**src/rtl/tlss_pkg.sv**
```systemverilog
// ----------------------------------------------------------------------------
// tlss_pkg
// Shared types and constants for the triangle list to strip stitcher.
// ----------------------------------------------------------------------------
package tlss_pkg;

    localparam int INDEX_BITS_DEFAULT = 16;

    // Result kind codes
    typedef enum logic [1:0] {
        KIND_BEGIN  = 2'd0,
        KIND_VERTEX = 2'd1,
        KIND_END    = 2'd2
    } kind_t;

    // Position within the longest run: end, begin, then the three vertices
    typedef enum logic [2:0] {
        SLOT_END   = 3'd0,
        SLOT_BEGIN = 3'd1,
        SLOT_A     = 3'd2,
        SLOT_B     = 3'd3,
        SLOT_C     = 3'd4
    } slot_t;

endpackage

```
**src/rtl/triangle_list_strip_stitcher.sv**
```systemverilog
// ----------------------------------------------------------------------------
// triangle_list_strip_stitcher
// Re-emits an indexed triangle list as triangle strips, one triangle per
// input item, one strip command or vertex per result item.
// ----------------------------------------------------------------------------
//
//  channel  | handshake            | payload
//  ---------+----------------------+--------------------------------------
//  input    | in_valid / in_stall  | action, index_a, index_b, index_c
//  output   | out_valid / out_stall| kind, vertex_index, last_of_run
//
// A triangle that continues the open strip, and an end of list that closes
// one, yield one result and stream at one item per cycle while out_stall is
// low. A triangle that starts a strip yields four results, one that breaks a
// strip five; the run sequencer emits one result per cycle while out_stall is
// low, so such an item holds the output until its last result is taken. The
// next item is taken in the same cycle that the last result of a run is taken.
// An end of list with no strip open yields nothing.
// Reset clears the previous triangle, parity, strip-open flag and the run
// sequencer. A stall on the output holds the current result and, once the
// run is not finishing, stalls the input.
// ----------------------------------------------------------------------------
module triangle_list_strip_stitcher
    import tlss_pkg::*;
#(
    parameter int INDEX_BITS = INDEX_BITS_DEFAULT
)
(
    input  logic                  clk,
    input  logic                  rst_n,

    input  logic                  in_valid,
    output logic                  in_stall,
    input  logic                  action,
    input  logic [INDEX_BITS-1:0] index_a,
    input  logic [INDEX_BITS-1:0] index_b,
    input  logic [INDEX_BITS-1:0] index_c,

    output logic                  out_valid,
    input  logic                  out_stall,
    output logic [1:0]            kind,
    output logic [INDEX_BITS-1:0] vertex_index,
    output logic                  last_of_run
);

    // Previous triangle; also the vertex source for the run being emitted,
    // since a new triangle is only taken as the current run finishes.
    logic [INDEX_BITS-1:0] prev_first_reg,  prev_first_next;
    logic [INDEX_BITS-1:0] prev_second_reg, prev_second_next;
    logic [INDEX_BITS-1:0] prev_third_reg,  prev_third_next;
    logic                  even_parity_reg, even_parity_next;
    logic                  strip_open_reg,  strip_open_next;

    // Run sequencer: current slot and the slot that ends the run
    logic                  busy_reg, busy_next;
    slot_t                 slot_reg, slot_next;
    slot_t                 last_slot_reg, last_slot_next;

    logic                  accept;
    logic                  take;
    logic                  done;
    logic                  cont;
    kind_t                 kind_out;

    assign take      = busy_reg && !out_stall;
    assign done      = take && (slot_reg == last_slot_reg);
    assign in_stall  = busy_reg && !done;
    assign accept    = in_valid && !in_stall;
    assign out_valid = busy_reg;

    // Continuation test under the alternating parity rule
    always_comb
    begin
        if (!strip_open_reg)
        begin
            cont = 1'b0;
        end
        else if (!even_parity_reg)
        begin
            cont = (index_a == prev_third_reg) && (index_b == prev_second_reg);
        end
        else
        begin
            cont = (index_a == prev_first_reg) && (index_b == prev_third_reg);
        end
    end

    // Strip state update on accept
    always_comb
    begin
        prev_first_next  = prev_first_reg;
        prev_second_next = prev_second_reg;
        prev_third_next  = prev_third_reg;
        even_parity_next = even_parity_reg;
        strip_open_next  = strip_open_reg;
        if (accept)
        begin
            if (action)
            begin
                // End of list: close the strip and reset parity
                strip_open_next  = 1'b0;
                even_parity_next = 1'b0;
            end
            else
            begin
                prev_first_next  = index_a;
                prev_second_next = index_b;
                prev_third_next  = index_c;
                if (cont)
                begin
                    even_parity_next = !even_parity_reg;
                end
                else
                begin
                    strip_open_next  = 1'b1;
                    even_parity_next = 1'b0;
                end
            end
        end
    end

    // Sequencer next state
    always_comb
    begin
        busy_next      = busy_reg;
        slot_next      = slot_reg;
        last_slot_next = last_slot_reg;
        if (take && !done)
        begin
            case (slot_reg)
                SLOT_END:   slot_next = SLOT_BEGIN;
                SLOT_BEGIN: slot_next = SLOT_A;
                SLOT_A:     slot_next = SLOT_B;
                SLOT_B:     slot_next = SLOT_C;
                default:    slot_next = SLOT_C;
            endcase
        end
        if (done)
        begin
            busy_next = 1'b0;
        end
        if (accept)
        begin
            if (action)
            begin
                // Drop an end of list with nothing open
                busy_next      = strip_open_reg;
                slot_next      = SLOT_END;
                last_slot_next = SLOT_END;
            end
            else
            begin
                busy_next      = 1'b1;
                last_slot_next = SLOT_C;
                if (cont)
                begin
                    slot_next = SLOT_C;
                end
                else if (strip_open_reg)
                begin
                    slot_next = SLOT_END;
                end
                else
                begin
                    slot_next = SLOT_BEGIN;
                end
            end
        end
    end

    // Sequencer outputs
    always_comb
    begin
        case (slot_reg)
            SLOT_END:
            begin
                kind_out     = KIND_END;
                vertex_index = '0;
            end
            SLOT_BEGIN:
            begin
                kind_out     = KIND_BEGIN;
                vertex_index = '0;
            end
            SLOT_A:
            begin
                kind_out     = KIND_VERTEX;
                vertex_index = prev_first_reg;
            end
            SLOT_B:
            begin
                kind_out     = KIND_VERTEX;
                vertex_index = prev_second_reg;
            end
            SLOT_C:
            begin
                kind_out     = KIND_VERTEX;
                vertex_index = prev_third_reg;
            end
            default:
            begin
                kind_out     = KIND_END;
                vertex_index = '0;
            end
        endcase
    end

    assign kind        = kind_out;
    assign last_of_run = (slot_reg == last_slot_reg);

    always_ff @(posedge clk or negedge rst_n)
    begin
        if (!rst_n)
        begin
            prev_first_reg  <= '0;
            prev_second_reg <= '0;
            prev_third_reg  <= '0;
            even_parity_reg <= 1'b0;
            strip_open_reg  <= 1'b0;
            busy_reg        <= 1'b0;
            slot_reg        <= SLOT_END;
            last_slot_reg   <= SLOT_END;
        end
        else
        begin
            prev_first_reg  <= prev_first_next;
            prev_second_reg <= prev_second_next;
            prev_third_reg  <= prev_third_next;
            even_parity_reg <= even_parity_next;
            strip_open_reg  <= strip_open_next;
            busy_reg        <= busy_next;
            slot_reg        <= slot_next;
            last_slot_reg   <= last_slot_next;
        end
    end

    // Even parity only exists inside an open strip
    a_parity_in_strip: assert property (@(posedge clk) disable iff (!rst_n)
        strip_open_reg || !even_parity_reg)
        else $error("even parity with no strip open");

    // A run that ends on the end-strip slot consists of that slot alone
    a_end_run_single: assert property (@(posedge clk) disable iff (!rst_n)
        busy_reg && (last_slot_reg == SLOT_END) |-> slot_reg == SLOT_END)
        else $error("end-of-list run holds more than one result");

    // A result taken mid-run is followed by another result of the run
    a_run_continues: assert property (@(posedge clk) disable iff (!rst_n)
        take && !done |=> out_valid)
        else $error("run cut short");

    // Nothing remains open on the output after an end strip that ends a run
    a_end_closes: assert property (@(posedge clk) disable iff (!rst_n)
        done && (slot_reg == SLOT_END) && !accept |=> !strip_open_reg)
        else $error("strip still open after end of list");

endmodule
```
**config.mk**
```make
export PLATFORM = sky130hd
export DESIGN_NAME = triangle_list_strip_stitcher
export DESIGN_NICKNAME = d
export VERILOG_FILES = /design/src/rtl/tlss_pkg.sv /design/src/rtl/triangle_list_strip_stitcher.sv
export SDC_FILE = /design/constraint.sdc
export NUM_CORES = 1
export LEC_CHECK = 0
export ABC_CLOCK_PERIOD_IN_PS = 4680
export BUFFER_PORTS_ARGS = -buffer_cell sky130_fd_sc_hd__buf_2
export CAP_MARGIN = 25
export CORE_AREA = 2 2 110 112
export CTS_CLUSTER_DIAMETER = 30
export DETAILED_ROUTE_END_ITERATION = 8
export DIE_AREA = 0 0 112 114
export HOLD_SLACK_MARGIN = 0.06
export RECOVER_POWER = 25
export SYNTH_ARGS = -nofsm -noshare
export SYNTH_HDL_FRONTEND = slang
export SYNTH_SLANG_ARGS = --single-unit
export TNS_END_PERCENT = 5
```
**constraint.sdc**
```tcl
create_clock -name clk -period 4.68 [get_ports clk]
set_input_delay 0 -clock clk [delete_from_list [all_inputs] [get_ports clk]]
set_output_delay 0 -clock clk [all_outputs]
set_load 0.03 [all_outputs]
```
* Word level (Yosys, flattened, before mapping)
Index checks and enable logic that the tools add are counted.
** Operators by class
- Reductions and logical operators :: 17
- Bitwise logic cells :: 1
- Multiplexer cells :: 18
- Equality and inequality tests :: 10
** Operators with widths (number)
- $eq 16x16->1 :: 4
- $pmux 16 s3 :: 1
- $mux 3 :: 5
- $mux 1 :: 10
- $pmux 3 s3 :: 1
- $logic_and 1x1->1 :: 7
- $eq 3x2->1 const B :: 2
- $logic_not 1->1 :: 4
- $pmux 2 s2 :: 1
- $reduce_and 2->1 :: 2
- $reduce_bool 2->1 :: 2
- $eq 3x1->1 const B :: 1
- $eq 3x3->1 :: 1
- $eq 3x3->1 const B :: 1
- $logic_not 3->1 :: 1
- $reduce_or 3->1 :: 1
- $ne 2x2->1 const B :: 1
- $not 1->1 :: 1
** Storage, ports and cells
- Word-level logic and storage cells :: 54
- Output and inout bits :: 21
- Input bits :: 53
- Register bits :: 57

* Longest topological paths before layout
- Depth in word-level cells :: 8
- Gate-level depth with buffers :: 7
- Gate-level depth less buffers :: 5

* Least setup slack after synthesis
OpenSTA, ideal clock, no wires.
- Path type :: register to register
- From :: reg slot_reg[2]
- To :: reg prev_first_reg[0]
- Path buffers :: 2
- Period minus slack after synthesis :: 1695 ps
- Library setup time :: 125 ps
- Required time :: 4555 ps
- Stages on the path, launching flop included :: 7
- Data arrival time :: 1570 ps
- Setup slack :: 2985 ps
- Cells stage by stage :: dfrtp_1 buf_4 xnor2_2 a32oi_4 nor2_4 buf_6 mux2_4
** Between the ends
- Word-level cells in the longest chain between the ends :: 7
** Ends and longest elaborated chain
- from (decl) :: line triangle_list_strip_stitcher.sv:56 : slot_t slot_reg, slot_next;
- from (signal assigned) :: line triangle_list_strip_stitcher.sv:232 : slot_reg <= slot_next;
- $eq 3x3->1 :: line triangle_list_strip_stitcher.sv:66 : assign done = take && (slot_reg == last_slot_reg);
- $logic_and 1x1->1 :: line triangle_list_strip_stitcher.sv:66
- $logic_not 1->1 :: line triangle_list_strip_stitcher.sv:67 : assign in_stall = busy_reg && !done;
- $logic_and 1x1->1 :: line triangle_list_strip_stitcher.sv:67
- $logic_not 1->1 :: line triangle_list_strip_stitcher.sv:68 : assign accept = in_valid && !in_stall;
- $logic_and 1x1->1 :: line triangle_list_strip_stitcher.sv:68
- $reduce_and 2->1 (no line)
- to (signal assigned) :: line triangle_list_strip_stitcher.sv:226 : prev_first_reg <= prev_first_next;
- to (decl) :: line triangle_list_strip_stitcher.sv:48 : logic [INDEX_BITS-1:0] prev_first_reg, prev_first_next;
Every way passes these cells.
A chain may end at the register's enable or synchronous reset.

* Worst setup path after layout
- From :: reg slot_reg[0]
- To :: reg prev_third_reg[2]
** Between the ends
- Word-level cells in the longest chain between the ends :: 7
** Ends and longest elaborated chain
- $eq 3x3->1 :: line triangle_list_strip_stitcher.sv:66
- $logic_and 1x1->1 :: line triangle_list_strip_stitcher.sv:66
- $logic_not 1->1 :: line triangle_list_strip_stitcher.sv:67
- $logic_and 1x1->1 :: line triangle_list_strip_stitcher.sv:67
- $logic_not 1->1 :: line triangle_list_strip_stitcher.sv:68
- $logic_and 1x1->1 :: line triangle_list_strip_stitcher.sv:68
- $reduce_and 2->1 (no line)
- to (signal assigned) :: line triangle_list_strip_stitcher.sv:228 : prev_third_reg <= prev_third_next;
- to (decl) :: line triangle_list_strip_stitcher.sv:50 : logic [INDEX_BITS-1:0] prev_third_reg, prev_third_next;
Every way passes these cells.

==> qor.yml <==
floorplan:
  dieArea_sq_um: 12800
  die_h_microns: 114
  start_util_pct: 29.3
  die_w_microns: 112
  ioPinCount: 74
  core_sq_um: 11700
  fp-row-count: 40
global_routing:
  overflow: 0
  grt_pass1_vias: 2721
  antenna_found_initial: 0
  grt_pass1_wl_microns: 14800
  grt_start_max_net_pins: 56
  grt.total_usage_pct: 14.9
place:
  dp_hpwl_microns: 6690
  gp_congestion: 0.797
  postPlaceCellArea_sq_um: 3940
  io_buffers: 73
logic_synthesis:
  synth-seq-cells: 55
  ys_warn_count: 0
  yosysTopAreaCell: "dfrtp_1"
  synth_edf_count: 0
  syn_area_per_cell_sq_um: 12.0
  synth_cell_types: 30
  ys_async_sr_fraction_pct: 100
  yosysMostFrequentCell: "xnor2_1"
  synth_area_leaders: "dfrtp_1, mux2_4, xnor2_1"
  synth.net_count: 340
  ys_seq_area_share_pct: 40.1
  synth_top_area_share_pct: 40.1
  synthFlopType: "dfrtp_1"
  synth_commonest_cells: "xnor2_1, dfrtp_1, mux2_4"
  netlist_area_sq_um: 3430
  postSynthCellCount: 287
power_and_ir_drop:
  switching_share_pct: 39.4
  seqPwrFrac_pct: 34.9
  p_sw_uw: 1130
  p_comb_share_pct: 49.8
  power.leakage_uw: 0.00200
  p_clk_share_pct: 15.3
  power_density_nw_per_um2: 619
  ir_worst_vdd_mv: 0.278
  p_int_uw: 1740
cts:
  post-cts-setup-buffers: 0
  cts.htree.levels: 2
  clk_pin_slew_ns: 0.08
  clock_sinks: 55
  cts_made_buffers: 5
  cts_tree: "yes"
  clockRootBuffer: "clkbuf_16"
  cts_buffer_depth: 2
  clk_latency_ns: 0.29
timing:
  rsz0062_at_grt: "false"
  clock.fmax_ghz: 0.404
  relSlewSlack_pct: 45.3
  hold_viol: 0
  tns_ns: 0
  slew_viol_final: 0
  setup_viol_count_final: 0
  fin_crit_sh_pct: 52.9
  fin_skew_ns: 0.00849
  worstMarginPinSlew_ns: 0.819
  finalCriticalPeriod_ns: 2.48
finish:
  final_nets: 465
  diodes: 0
  layout-drive-gt1-share_pct: 34.4
  nFillCells: 1167
  design_area_sq_um: 4640
  area_growth_pct: 35.0
setup_path:
  critPathBufInv: 2
  cpPeakStageDelay_ns: 0.66
  start_kind: "flop"
  cp-end-kind: "flop"
  worstPathArrival_ns: 2.67
  path_delay_family: "simple AND/OR/NAND/NOR gates"
  slowest_stage: "nor2_4"
  critPathKind: "flop to flop"
  crit_required_ns: 4.87
  critPathMostFrequentCell: "nor2_4"
  crit_fanout: 34
  crit_chain: "buf_4, nor2_4, a32oi_4, nor2_4, buf_12, mux2_2"
route:
  wirelength_microns: 9200
  drtIter0Drc: 117
  ant_nets: 0
  vias: 2565
  drc: 0
  wl_per_cell_microns: 16.4
  viasPerCell: 4.58
  dr.pass1.iters: 4
run_status:
  run_status: "complete, no violations"
worst_hold_path:
  hold_path_class: "input pin to flop"
run:
  maxCapViolCount: 0
power by group through the flow:
stage	combinational, uW	sequential [uW]	clock [uW]
after floorplan	1110	924	0
after global placement	1380	992	0
after detailed placement	1400	1010	0
after CTS	1450	1000	450
after global routing	1540	1040	469
final	1430	1000	439
logic make-up after synthesis:
logic type | share of synthesized area [%]
xor+xnor | 17.0
mux | 25.4
simple gates | 9.07
flops | 40.1
compound gates | 5.46
buf+inv | 2.91
layout make-up:
cell class / instances / area (sq um) / share of cell area [%]
flip-flops and latches: 55 / 1380 / 29.7
clock buffers: 6 / 139 / 3.00
multi-input cells: 218 / 1960 / 42.3
well taps: 147 / 184 / 3.97
inverters: 3 / 11.3 / 0.243
clock inverters: 2 / 35.0 / 0.756
repair buffers: 129 / 927 / 20.0
repair_timing:
item,in CTS,in global routing
gates resized for setup,0,0
hold buffers,52,0
endpoints found under the setup margin,0,0
endpoints found under the hold margin,105,0
worst register-to-register path: stages (launching register included):
cell and delay [ns]:
dfrtp_1 0.36, buf_4 0.25, nor2_4 0.20, a32oi_4 0.17, nor2_4 0.66, buf_12 0.35, mux2_2 0.37
through the flow:
stage,utilization (%),power [uW],instances,setup WS (ns),hold slack (ns)
after floorplan,-,2040,287,2.98,-0.296
after global placement,33.7,2370,500,2.25,0.182
after detailed placement,33.7,2410,500,2.21,0.194
after CTS,39.6,2900,560,2.20,0.226
after global routing,39.6,3050,560,2.07,0.273
final,39.6,2870,560,2.20,0.234
cell usage in the layout (no fill, tap or decap), types with 2 or more instances in the layout:
cell type	instances
nor4_1	4
o21ai_0	17
xnor2_1	60
mux2i_1	16
nand4_1	17
inv_1	3
clkbuf_16	5
nor2_4	2
buf_4	3
nor3_1	3
nor2_1	4
nand2_1	24
xor2_1	5
a21o_2	2
mux2_2	2
buf_2	72
dfrtp_1	55
dlygate4sd3_1	52
a21oi_1	5
mux2_4	46
path summary, 6_finish.rpt:
kind,cells past startpoint,endpoint,slack [ns],startpoint
max reg2reg,6,prev_third_reg[2],2.20,slot_reg[0]
max in group asynchronous,3,prev_second_reg[0],3.82,rst_n
max,6,prev_third_reg[2],2.20,slot_reg[0]
min in group asynchronous,3,prev_third_reg[5],0.37,rst_n
min,5,slot_reg[1],0.23,out_stall
min reg2reg,2,even_parity_reg,0.56,even_parity_reg
layer usage:
layer	share of wire (%)	routed length [microns]	track usage [%]	up-vias
met5	0	0	0	-
li1	-	-	-	1248
met2	49	4520	25.7	65
met1	46	4260	20.0	1247
met4	0.76	70	2.60	0
met3	3.7	342	2.50	5
Power figures use the tool's default switching activity.
